[config.mk]
export PLATFORM = sky130hd
export DESIGN_NAME = zigzag_varint_encoder_flat
export DESIGN_NICKNAME = d
export VERILOG_FILES = /design/src/rtl/core/zve_pkg.sv /design/src/rtl/core/zve_if.sv /design/src/rtl/core/zigzag_varint_encoder.sv /design/src/flat_wrapper.sv
export SDC_FILE = /design/constraint.sdc
export NUM_CORES = 1
export LEC_CHECK = 0
export BUFFER_PORTS_ARGS = -buffer_cell sky130_fd_sc_hd__buf_4
export CAP_MARGIN = 20
export CELL_PAD_IN_SITES_DETAIL_PLACEMENT = 0
export CELL_PAD_IN_SITES_GLOBAL_PLACEMENT = 1
export CORE_MARGIN = 1
export CORE_UTILIZATION = 47
export DETAILED_ROUTE_END_ITERATION = 6
export GPL_TIMING_DRIVEN = 0
export PLACE_DENSITY = 0.84
export RECOVER_POWER = 100
export SKIP_LAST_GASP = 1
export SLEW_MARGIN = 20
export SYNTH_ARGS = -nofsm -noshare
export SYNTH_HDL_FRONTEND = slang
export SYNTH_SLANG_ARGS = --single-unit
[constraint.sdc]
create_clock -name clock -period 6.75 [get_ports clock]
set_input_delay 1.0125 -clock clock [delete_from_list [all_inputs] [get_ports clock]]
set_output_delay 1.0125 -clock clock [all_outputs]
set_load 0.1 [all_outputs]
[src/rtl/core/zve_pkg.sv]
// Package: types, codes and encode functions for the zigzag varint encoder.
package zve_pkg;

   localparam int ValueWidth = 64;
   localparam int SpaceWidth = 16;
   localparam int CountWidth = 4;
   localparam int MaxBytes   = 10;
   localparam int GroupBits  = 7;

   localparam logic [6:0] GROUP_MASK = 7'h7F;
   localparam logic [7:0] CONT_BIT   = 8'h80;

   typedef enum logic {
      STATUS_OK       = 1'b0,
      STATUS_NO_SPACE = 1'b1
   } status_type;

   typedef struct packed {
      logic [8*MaxBytes-1:0] bytes;
      logic [CountWidth-1:0] len;
   } enc_type;

   function automatic logic [ValueWidth-1:0] zigzag(input logic [ValueWidth-1:0] v,
                                                    input logic wide);
      logic [31:0] z32;
      z32 = {v[30:0], 1'b0} ^ {32{v[31]}};
      if (wide) begin
         return {v[62:0], 1'b0} ^ {ValueWidth{v[63]}};
      end
      return {32'd0, z32};
   endfunction

   function automatic enc_type encode(input logic [ValueWidth-1:0] v,
                                      input logic wide,
                                      input logic varint);
      enc_type r;
      logic [ValueWidth-1:0] z;
      logic [6:0] g [MaxBytes];
      z = zigzag(v, wide);
      r.bytes = '0;
      r.len = CountWidth'(1);
      if (varint) begin
         for (int i = 0; i < MaxBytes - 1; i++) begin
            g[i] = z[GroupBits*i +: GroupBits] & GROUP_MASK;
         end
         g[MaxBytes-1] = {6'd0, z[ValueWidth-1]};
         for (int i = 1; i < MaxBytes; i++) begin
            if (g[i] != 7'd0) begin
               r.len = CountWidth'(i + 1);
            end
         end
         for (int i = 0; i < MaxBytes; i++) begin
            r.bytes[8*i +: 8] = {1'b0, g[i]};
            if (CountWidth'(i + 1) < r.len) begin
               r.bytes[8*i +: 8] = r.bytes[8*i +: 8] | CONT_BIT;
            end
         end
      end else begin
         r.bytes[ValueWidth-1:0] = wide ? v : {32'd0, v[31:0]};
         r.len = wide ? CountWidth'(8) : CountWidth'(4);
      end
      return r;
   endfunction

endpackage

[src/rtl/core/zve_if.sv]
// Interfaces: request, response and register write channels.
interface zve_req_if;
   logic                            valid;
   logic                            ready;
   logic signed [zve_pkg::ValueWidth-1:0] value;
   logic                            is_wide;
   logic [zve_pkg::SpaceWidth-1:0]  space;
   modport source (output valid, value, is_wide, space, input ready);
   modport sink   (input valid, value, is_wide, space, output ready);
endinterface

interface zve_rsp_if;
   logic                            valid;
   logic                            ready;
   logic [7:0]                      byte_out;
   logic                            last;
   logic                            status;
   logic [zve_pkg::CountWidth-1:0]  byte_count;
   modport source (output valid, byte_out, last, status, byte_count, input ready);
   modport sink   (input valid, byte_out, last, status, byte_count, output ready);
endinterface

interface zve_csr_if;
   logic valid;
   logic ready;
   logic data;
   modport source (output valid, data, input ready);
   modport sink   (input valid, data, output ready);
endinterface

[src/rtl/core/zigzag_varint_encoder.sv]
// Top level: zigzag varint / raw little-endian byte encoder.
// A word's first byte passes the input, buffer and output registers to rsp.
// Throughput: one byte per cycle while rsp.ready holds; a word is 1..10 bytes
// (one on no-space), drained from the byte buffer one byte at a time.
// Input, buffer and output stages overlap, so words follow without gaps.
// Reset: clears all valid flags and varint_enable to 0.
module zigzag_varint_encoder (
   input  logic    clock,
   input  logic    reset,
   zve_req_if.sink req,
   zve_rsp_if.source rsp,
   zve_csr_if.sink csr
);
   import zve_pkg::*;

   logic                  varint_enable_ff;

   logic                  in_valid_ff;
   logic [ValueWidth-1:0] in_value_ff;
   logic                  in_wide_ff;
   logic [SpaceWidth-1:0] in_space_ff;

   logic                  buf_valid_ff;
   logic [8*MaxBytes-1:0] buf_bytes_ff, buf_bytes_in;
   logic [CountWidth-1:0] buf_rem_ff, buf_rem_in;
   logic [CountWidth-1:0] buf_count_ff;
   logic                  buf_err_ff;

   logic                  out_valid_ff;
   logic [7:0]            out_byte_ff;
   logic                  out_last_ff;
   logic                  out_status_ff;
   logic [CountWidth-1:0] out_count_ff;

   enc_type               enc;
   logic                  enc_err;
   logic                  buf_last;
   logic                  out_load;
   logic                  buf_load;
   logic                  in_load;

   assign csr.ready = 1'b1;

   always_ff @(posedge clock) begin
      if (reset) begin
         varint_enable_ff <= 1'b0;
      end else if (csr.valid) begin
         varint_enable_ff <= csr.data;
      end
   end

   assign buf_last = (buf_rem_ff == CountWidth'(1));
   assign out_load = buf_valid_ff && (!out_valid_ff || rsp.ready);
   assign buf_load = in_valid_ff && (!buf_valid_ff || (out_load && buf_last));
   assign in_load  = req.valid && req.ready;
   assign req.ready = !in_valid_ff || buf_load;

   always_ff @(posedge clock) begin
      if (reset) begin
         in_valid_ff <= 1'b0;
      end else if (req.ready) begin
         in_valid_ff <= req.valid;
      end
   end

   always_ff @(posedge clock) begin
      if (in_load) begin
         in_value_ff <= req.value;
         in_wide_ff  <= req.is_wide;
         in_space_ff <= req.space;
      end
   end

   always_comb begin
      enc     = encode(in_value_ff, in_wide_ff, varint_enable_ff);
      enc_err = {{(SpaceWidth-CountWidth){1'b0}}, enc.len} > in_space_ff;
   end

   always_comb begin
      buf_bytes_in = buf_bytes_ff;
      buf_rem_in   = buf_rem_ff;
      if (buf_load) begin
         buf_bytes_in = enc.bytes;
         buf_rem_in   = enc_err ? CountWidth'(1) : enc.len;
      end else if (out_load) begin
         buf_bytes_in = {8'd0, buf_bytes_ff[8*MaxBytes-1:8]};
         buf_rem_in   = buf_rem_ff - CountWidth'(1);
      end
   end

   always_ff @(posedge clock) begin
      if (reset) begin
         buf_valid_ff <= 1'b0;
      end else if (buf_load) begin
         buf_valid_ff <= 1'b1;
      end else if (out_load && buf_last) begin
         buf_valid_ff <= 1'b0;
      end
   end

   always_ff @(posedge clock) begin
      buf_bytes_ff <= buf_bytes_in;
      buf_rem_ff   <= buf_rem_in;
      if (buf_load) begin
         buf_count_ff <= enc.len;
         buf_err_ff   <= enc_err;
      end
   end

   always_ff @(posedge clock) begin
      if (reset) begin
         out_valid_ff <= 1'b0;
      end else if (!out_valid_ff || rsp.ready) begin
         out_valid_ff <= buf_valid_ff;
      end
   end

   always_ff @(posedge clock) begin
      if (out_load) begin
         out_byte_ff   <= buf_err_ff ? 8'd0 : buf_bytes_ff[7:0];
         out_last_ff   <= buf_last;
         out_status_ff <= buf_err_ff ? STATUS_NO_SPACE : STATUS_OK;
         out_count_ff  <= (buf_last && !buf_err_ff) ? buf_count_ff : '0;
      end
   end

   assign rsp.valid      = out_valid_ff;
   assign rsp.byte_out   = out_byte_ff;
   assign rsp.last       = out_last_ff;
   assign rsp.status     = out_status_ff;
   assign rsp.byte_count = out_count_ff;

   a_buf_rem_range: assert property (@(posedge clock) disable iff (reset)
      buf_valid_ff |-> (buf_rem_ff != '0) && (buf_rem_ff <= CountWidth'(MaxBytes)))
      else $error("byte buffer count out of range");

   a_buf_no_overwrite: assert property (@(posedge clock) disable iff (reset)
      buf_load |-> !buf_valid_ff || (out_load && buf_last))
      else $error("byte buffer overwritten before drained");

   a_err_single: assert property (@(posedge clock) disable iff (reset)
      (rsp.valid && rsp.status == STATUS_NO_SPACE) |->
         rsp.last && rsp.byte_count == '0 && rsp.byte_out == 8'd0)
      else $error("no-space word malformed");

   a_ok_count: assert property (@(posedge clock) disable iff (reset)
      (rsp.valid && rsp.last && rsp.status == STATUS_OK) |-> rsp.byte_count != '0)
      else $error("final word without byte count");

   a_drain_one: assert property (@(posedge clock) disable iff (reset)
      (out_load && !buf_load) |=> buf_rem_ff == $past(buf_rem_ff) - CountWidth'(1))
      else $error("byte buffer did not advance by one");

endmodule

[src/flat_wrapper.sv]
// flat-port wrapper written by rule: the top's interface ports become plain ports
module zigzag_varint_encoder_flat import zve_pkg::*;
  (clock, reset, req_valid, req_value, req_is_wide, req_space, req_ready, rsp_valid, rsp_byte_out, rsp_last, rsp_status, rsp_byte_count, rsp_ready, csr_valid, csr_data, csr_ready);
  zve_req_if req_i ();
  zve_rsp_if rsp_i ();
  zve_csr_if csr_i ();
  input  logic clock;
  input  logic reset;
  input wire logic [$bits(req_i.valid)-1:0] req_valid;
  input wire logic [$bits(req_i.value)-1:0] req_value;
  input wire logic [$bits(req_i.is_wide)-1:0] req_is_wide;
  input wire logic [$bits(req_i.space)-1:0] req_space;
  output wire logic [$bits(req_i.ready)-1:0] req_ready;
  output wire logic [$bits(rsp_i.valid)-1:0] rsp_valid;
  output wire logic [$bits(rsp_i.byte_out)-1:0] rsp_byte_out;
  output wire logic [$bits(rsp_i.last)-1:0] rsp_last;
  output wire logic [$bits(rsp_i.status)-1:0] rsp_status;
  output wire logic [$bits(rsp_i.byte_count)-1:0] rsp_byte_count;
  input wire logic [$bits(rsp_i.ready)-1:0] rsp_ready;
  input wire logic [$bits(csr_i.valid)-1:0] csr_valid;
  input wire logic [$bits(csr_i.data)-1:0] csr_data;
  output wire logic [$bits(csr_i.ready)-1:0] csr_ready;
  assign req_i.valid = req_valid;
  assign req_i.value = req_value;
  assign req_i.is_wide = req_is_wide;
  assign req_i.space = req_space;
  assign req_ready = req_i.ready;
  assign rsp_valid = rsp_i.valid;
  assign rsp_byte_out = rsp_i.byte_out;
  assign rsp_last = rsp_i.last;
  assign rsp_status = rsp_i.status;
  assign rsp_byte_count = rsp_i.byte_count;
  assign rsp_i.ready = rsp_ready;
  assign csr_i.valid = csr_valid;
  assign csr_i.data = csr_data;
  assign csr_ready = csr_i.ready;
  zigzag_varint_encoder u_core (.clock(clock), .reset(reset), .req(req_i), .rsp(rsp_i), .csr(csr_i));
endmodule
==> results of run 1 <==
[report_power, final]
group          internal (mW)  switching [mW]  leakage, nW
Clock                  0.502           0.412        0.269
Combinational          0.124           0.225         1.50
Sequential              1.37          0.0533         1.76
Total                   2.00           0.690         3.53
[cell type report]
class | count | area (um2)
clock buffers | 17 | 425
flip-flops and latches | 182 | 5430
multi-input cells | 430 | 2690
well taps | 225 | 282
plain buffers | 38 | 150
fillers | 1461 | 7450
inverters | 11 | 41.3
repair buffers | 107 | 724
clock inverters | 15 | 114
[cells by family (layout without fill, tap and decap cells)]
family	after synthesis	count (layout)	synth area share, %
compound gates	107	107	8.90
xor+xnor	65	65	6.83
fa+ha+maj	6	6	0.901
buf+inv	49	188	2.42
flops	182	182	65.1
mux	34	34	4.08
other cells	2	2	0.0901
simple gates	216	216	11.7
[worst paths after layout]
check	start	endpoint	cells after the start
max	rsp_ready	u_core.in_space_ff[11]	6
min	u_core.buf_bytes_ff[53]	u_core.buf_bytes_ff[45]	2
max reg2reg	u_core.buf_rem_ff[1]	u_core.in_space_ff[11]	7
min reg2reg	u_core.buf_bytes_ff[53]	u_core.buf_bytes_ff[45]	2
[metrics by stage]
stage          cells  setup slack (ns)  cell area, um2  utilization, %
5_1_grt         1025              1.07            9850            57.0
3_5_place_dp     993              2.29            9530            55.1
4_1_cts         1025              2.26           10100            58.2
6_report        1025              1.61            9850            57.0
2_1_floorplan    661              1.31            8340               -
3_3_place_gp     988            -0.323            9380            54.2
[per-layer routing]
layer  routed length (um)  part of all wire (%)  vias up  global-route usage, %
met5                    0                     0        -                      0
li1                     -                     -     2707                      -
met2                 9060                    49      267                   34.4
met4                  281                   1.5        0                   6.05
met3                 1320                   7.1       28                   4.45
met1                 7970                    43     2782                   28.8
[state kept, by name, summed over array words and instances, names as in the netlist]
signal and flops:
u_core.rsp.last 1, u_core.in_value_ff 64, u_core.rsp.status 1, u_core.varint_enable_ff 1, u_core.buf_bytes_ff 74, u_core.in_wide_ff 1, u_core.buf_rem_ff 4, u_core.rsp.byte_count 4
u_core.in_space_ff 16, u_core.in_valid_ff 1, u_core.buf_valid_ff 1, u_core.rsp.valid 1, u_core.buf_err_ff 1, u_core.buf_count_ff 4, u_core.rsp.byte_out 8
[cells in the mapped netlist, types with 6 or more instances]
library cell	n
a21oi_1	13
buf_1	12
buf_2	8
clkbuf_1	16
edfxtp_1	178
ha_1	6
inv_1	10
mux2i_1	34
nand2_1	117
nand4_1	15
nor2_1	33
nor2b_1	12
nor3_1	7
nor4_1	7
o2111ai_1	24
o21ai_0	34
or4_1	9
xnor2_1	62
[tightest hold or removal path, stage by stage (launching register included)]
cell and delay [ns]:
edfxtp_1 0.32, nand2_1 0.04, nand2_1 0.06
==> results.toml, run 1 <==
[yosys]
syn_nets = 754
ys_seq_elements = 182
syn_area_um2 = 8340
synth_top_cell_by_area = "edfxtp_1"
ys_types = 49
yosys_most_used_dff = "edfxtp_1"
netlist.area_leader.share_pct = 64.1
ys_seq_area_share_pct = 65.1
yosysWarnings = 0
async_flop_share_pct = 0
syn_area_per_cell_um2 = 12.6
syn_inst = 661
synth_area_leaders = "edfxtp_1 (64%), xnor2_1 (6.5%), nand2_1 (5.3%)"
synth_edf_count = 178

[final_layout]
mostFrequentLayoutCells = "edfxtp_1 (178), nand2_1 (117), clkbuf_4 (82)"
area_delta_synth_final_pct = 18.2
final_common_cell = "edfxtp_1"
drive_gt1_share_pct = 15.1
antenna_cells = 0
nets = 880

[placement]
numPortBuffers = 102
globalplace.congestion = 0.900
hpwl_um = 13300

[die]
die_w_um = 135
start_util_pct = 48.2
pin_count = 104
die_h_um = 135
core_um2 = 17300
die_area_um2 = 18300
rows = 48

[drt]
dr.pass1.iters = 5
ant_nets = 0
via_per_inst = 5.64
drt-wirelength-per-cell_um = 18.2
drc = 0
drt_wl_total_um = 18600
vias = 5784
drt_iter0_markers = 433

[sta]
relSlewSlack_pct = -72.8
hold_ws_ns = 0.528
fmax_mhz = 195
timing.final.crit_share_pct = 76.1
min_period_ns = 5.14
drv_slew = 84
rsz0062_at_grt = "false"
setup-violations-final = 0
finalClockSkew_ns = 0.00714
fin_setup_tns_ns = 0
hold_viol_final = 0
tightest_slew_ns = 2.59

[outcome]
status = "complete, but fails checks"
violations = "capacitance limit, slew limit"

[worst_setup_path]
path_max_fanout = 43
rrSetupSlack_ns = 1.67
cp.required_ns = 6.75
path_buf_inv = 2
worst_setup_path_start_kind = "input pin"
worstPathArrival_ns = 5.14
path_cells = "clkbuf_4 > nor2b_1 > o21a_1 > nand2_1 > and2_0 > clkbuf_1"
crit_path_top_delay_cell = "and2_0"
critical_path.top_delay_family = "simple AND/OR/NAND/NOR gates"
max_stage_delay_ns = 1.87
end_kind = "flip-flop"
critical_path_class = "in2reg"

[cts]
cts_tree = "yes"
cts_sinks = 182
cts_root_buf = "clkbuf_16"
ctsLongestPathBuffers = 2
htreeDepth = 4
cts_hold_buf = 0
numCtsBuffers = 17
clk_latency_ns = 0.43
clk_transition_reported_paths_ns = 0.06
cts_setup_buffers = 0
cts_resized = 0

[pwr]
powerDensity_nw_per_um2 = 273
ir_drop_mv = 0.200
power_mw = 2.69
p_leak_nw = 3.53

[global_route]
grt_first_pass_wirelength_um = 29100
antenna_found_initial = 0
grt_overflow_total = 0
grt_pass1_vias = 5558
grt_max_degree = 44
gr-usage-all-layers_pct = 21.2

[min_path]
worstHoldPathType = "reg2reg"

[job]
cap_violations = 2
No activity file was read; power rests on OpenSTA's default activity.
==> run 2: changes to the inputs <==
- CORE_UTILIZATION: 47 -> 43
- PLACE_DENSITY: 0.84 -> 0.82
- clock period: 6.75 -> 4.2 ns (I/O delays scaled with it)
==> results.toml, run 2 (synthesis gave the netlist of run 1 again) <==
[sta]
min_period_ns = 4.07
finalClockSkew_ns = 0.0106
fin_ws_ns = 0.135
hold_ws_ns = 0.389
drv_slew = 50
fmax_mhz = 246
timing.final.crit_share_pct = 96.8
relSlewSlack_pct = -30.6
tightest_slew_ns = 1.96
setup-violations-final = 0
fin_setup_tns_ns = 0
hold_viol_final = 0

[job]
cap_violations = 2

[placement]
dp.cells = 1027
placed_area_um2 = 9550
globalplace.congestion = 0.883
hpwl_um = 13500
place_ws_ns = -0.241
numPortBuffers = 102

[cts]
cts_sinks = 182
cts_root_buf = "clkbuf_16"
cts_hold_buf = 0
ctsLongestPathBuffers = 2
numCtsBuffers = 17
clk_transition_reported_paths_ns = 0.06
cts_tree = "yes"
htreeDepth = 4
clk_latency_ns = 0.43

[pwr]
p_sw_mw = 1.11
powerDensity_nw_per_um2 = 429
ir_drop_mv = 0.263
clkPwrFrac_pct = 33.1
sequentialPowerShare_pct = 53.6
p_sw_share_pct = 26.0
intPower_mw = 3.15
power_mw = 4.26
pwr-share-comb_pct = 13.2
p_leak_nw = 3.54

[drt]
top_layer = "met4"
via_per_inst = 5.38
drt-wirelength-per-cell_um = 17.8
drt_iter0_markers = 427
wl_met2_um = 8960
drc = 0
vias = 5694
ant_nets = 0
dr.pass1.iters = 5
wl_met1_um = 8340
wl_met3_um = 1260
drt_wl_total_um = 18800

[final_layout]
final_common_cell = "edfxtp_1"
antenna_cells = 0
final-instance-count-excl-fill = 1059
area_delta_synth_final_pct = 19.2
regArea_um2 = 5430
nets = 881
regMostFlops = "u_core.buf_bytes_ff"
drive_gt1_share_pct = 17.0
reg.largest.list = "u_core.buf_bytes_ff x74, u_core.in_value_ff x64, u_core.in_space_ff x16"
largest_register_ffs = 74
n_fill_cell = 1647
mostFrequentLayoutCells = "edfxtp_1 (178), nand2_1 (117), clkbuf_4 (83)"
multi_input_area_um2 = 2730
post-route-util_pct = 52.8
fin_area_um2 = 9940

[worst_setup_path]
r2r_start = "u_core.in_value_ff[63]"
end_kind = "flip-flop"
worstPathArrival_ns = 4.24
worst_setup_path_start_kind = "flip-flop"
path_max_fanout = 10
critPathLaunch = "u_core.in_value_ff[63]"
cp.required_ns = 4.37
critical_path_class = "reg2reg"

[min_path]
worstHoldStart = "reset"
worstHoldPathType = "in2reg"

[global_route]
grt_max_degree = 53
grt_overflow_total = 0
grt_pass1_vias = 5715
gr-usage-all-layers_pct = 19.8
antenna_found_initial = 0
grt_first_pass_wirelength_um = 29800

[die]
die_h_um = 141
core_um2 = 18800
rows = 50
die_w_um = 141
start_util_pct = 44.3
die_area_um2 = 19900
pin_count = 104

[outcome]
status = "complete, but fails checks"
violations = "capacitance limit, slew limit"
[run 2: what timing repair did]
item	in CTS	in global routing
setup endpoints to repair	4	3
resized for setup	2	4
endpoints found under the hold margin	0	0
pin swaps	1	0
setup buffers	2	0
[run 2: area by class of cell]
cell class / count / area share (%)
timing repair buffer: 108 / 7.45
clock buffer: 19 / 4.36
sequential: 182 / 54.6
multi-input combinational: 430 / 27.5
buffer: 38 / 1.62
clock inverter: 11 / 0.793
inverter: 11 / 0.415
tap: 260 / 3.27
[run 2: worst paths after layout]
path | to | slack, ns | depth (start not counted)
worst min register to register | u_core.rsp.byte_count[2] | 0.52 | 1
worst min-delay path | u_core.varint_enable_ff | 0.39 | 2
worst max-delay path | u_core.buf_rem_ff[3] | 0.13 | 14
worst max register to register | u_core.buf_rem_ff[3] | 0.13 | 14
[run 2: critical path, stage by stage, from the launching register on]
cell and delay (ns):
edfxtp_1 0.54, buf_4 0.26, mux2i_4 0.25, clkbuf_4 0.29, a31oi_2 0.18, a211o_1 0.33, a21oi_1 0.28, a21oi_2 0.12
nor2_1 0.21, ha_1 0.27, nand4_1 0.21, nand4_1 0.27, nor2_2 0.25, nor2_1 0.10, a22o_1 0.26
[run 2: power by group through the flow]
stage / clock, mW / sequential [mW] / combinational (mW)
after CTS: 1.44 / 2.28 / 0.598
after floorplan: 0 / 2.36 / 0.327
after global placement: 0 / 2.32 / 0.551
after detailed placement: 0 / 2.32 / 0.593
final: 1.41 / 2.29 / 0.564
after global routing: 1.51 / 2.30 / 0.618
[run 2: metal layers]
layer,vias to the layer above,global-route usage [%]
met2,221,31.3
met1,2752,26.5
met3,23,5.26
met5,-,0
li1,2698,-
met4,0,6.69
==> run 3: changes to the inputs <==
- BUFFER_PORTS_ARGS: -buffer_cell sky130_fd_sc_hd__buf_4 -> -buffer_cell sky130_fd_sc_hd__buf_2
==> results.toml, run 3 (synthesis gave the netlist of run 1 again) <==
[final_layout]
drive_gt1_share_pct = 17.0
final_common_cell = "edfxtp_1"
largest_register_ffs = 74
regArea_um2 = 5430
mostFrequentLayoutCells = "edfxtp_1 (178), nand2_1 (117), buf_2 (92)"
multi_input_area_um2 = 2720
reg.largest.list = "u_core.buf_bytes_ff x74, u_core.in_value_ff x64, u_core.in_space_ff x16"
n_fill_cell = 1661
area_delta_synth_final_pct = 17.7
antenna_cells = 0
nets = 884
final-instance-count-excl-fill = 1064
regMostFlops = "u_core.buf_bytes_ff"

[die]
die_h_um = 141
core_um2 = 18800
rows = 50
die_area_um2 = 19900
die_w_um = 141
start_util_pct = 44.3
pin_count = 104

[drt]
dr.pass1.iters = 5
ant_nets = 0
drc = 0
drt_iter0_markers = 406
drt-wirelength-per-cell_um = 16.9
drt_wl_total_um = 18000
vias = 5588
via_per_inst = 5.25

[sta]
setup-violations-final = 0
timing.final.crit_share_pct = 96.6
finalClockSkew_ns = 0.00846
min_period_ns = 4.06
fin_ws_ns = 0.142
rsz0062_at_grt = "false"
drv_slew = 31
fmax_mhz = 246
hold_viol_final = 0
tightest_slew_ns = 2.24
relSlewSlack_pct = -49.5

[cts]
htreeDepth = 4
cts_root_buf = "clkbuf_16"
clk_transition_reported_paths_ns = 0.07
clk_latency_ns = 0.44
cts_sinks = 182
cts_tree = "yes"
numCtsBuffers = 17
ctsLongestPathBuffers = 2

[placement]
hpwl_um = 12600
dp.cells = 1028
place_ws_ns = -0.197
globalplace.congestion = 0.816
numPortBuffers = 102

[worst_setup_path]
end_kind = "flip-flop"
path_max_fanout = 10
critical_path_class = "reg2reg"
worst_setup_path_start_kind = "flip-flop"
worstPathArrival_ns = 4.25
cp.required_ns = 4.39
rrSetupSlack_ns = 0.14

[outcome]
violations = "capacitance limit, slew limit"
status = "complete, but fails checks"

[pwr]
ir_drop_mv = 0.294
intPower_mw = 3.27
p_leak_nw = 3.53
sequentialPowerShare_pct = 51.8
clkPwrFrac_pct = 35.8
powerDensity_nw_per_um2 = 449
pwr-share-comb_pct = 12.4
p_sw_share_pct = 25.8
p_sw_mw = 1.14

[global_route]
grt_pass1_vias = 5386
grt_max_degree = 52
gr-usage-all-layers_pct = 19.2
antenna_found_initial = 0
grt_overflow_total = 0
grt_first_pass_wirelength_um = 28800

[job]
cap_violations = 1

[min_path]
worstHoldPathType = "in2reg"
-- run 3: cell count changes in the layout (fill, tap and decap cells not counted), moves of 2 or more --
cell,before,now
clkbuf_1,40,38
clkinvlp_4,5,3
buf_2,6,92
clkbuf_4,83,2
buf_4,9,5
buf_1,9,11
inv_6,2,5
bufinv_16,0,2
-- run 3: through the flow --
stage               util [%]  hold slack (ns)  TNS (ns)  instance area (um2)  total power, mW
finish                  52.1            0.362         0                 9810             4.40
global route            52.1            0.347         0                 9810             4.57
CTS                     52.6            0.353         0                 9910             4.45
detailed placement      49.5            0.505    -0.513                 9320             2.88
global placement        48.7            0.499     -7.21                 9180             2.85
floorplan                  -            0.489         0                 8340             2.68
-- run 3: critical path: stages (launching register included) --
cell and delay (ns):
edfxtp_1 0.47, buf_4 0.24, mux2i_4 0.27, clkbuf_4 0.29, a31oi_1 0.22, a211o_1 0.34, a21oi_1 0.28, a21oi_2 0.12
nor2_1 0.21, ha_1 0.28, nand4_1 0.22, nand4_1 0.26, nor2_1 0.25, nor2_1 0.11, a22o_1 0.26
-- run 3: final timing paths --
check,from,end,depth (start not counted)
hold reg to reg,u_core.buf_bytes_ff[68],u_core.buf_bytes_ff[60],2
hold / removal,req_value[54],u_core.in_value_ff[54],1
setup / recovery,u_core.in_value_ff[63],u_core.buf_rem_ff[2],14
setup reg to reg,u_core.in_value_ff[63],u_core.buf_rem_ff[2],14
-- run 3: power by group through the flow --
stage	logic, mW	registers (mW)	clock network, mW
finish	0.546	2.28	1.58
global route	0.601	2.30	1.68
CTS	0.573	2.28	1.60
detailed placement	0.568	2.31	0
global placement	0.529	2.32	0
floorplan	0.327	2.36	0
-- run 3: layer usage --
| layer | wire, um | GRT usage, % | vias to the layer above |
|---|---|---|---|
| li1 | - | - | 2708 |
| met1 | 8340 | 26.7 | 2670 |
| met2 | 8480 | 30.0 | 184 |
| met3 | 913 | 3.77 | 26 |
| met4 | 251 | 6.98 | 0 |
| met5 | 0 | 0 | - |
-- run 3: final cells by class --
cell class / count / share of cell area [%]
sequential: 182 / 55.3
clock inverter: 15 / 1.53
tap: 260 / 3.32
clock buffer: 17 / 4.34
buffer: 38 / 1.64
timing repair buffer: 111 / 5.74
multi-input combinational: 430 / 27.7
inverter: 11 / 0.421
-- run 3: timing repair --
item / CTS / global route
cloned: 0 / 0
resized for setup: 2 / 2
pin swaps: 0 / 1
setup buffers: 0 / 4
hold buffers: 0 / 0
endpoints found under the setup margin: 4 / 3
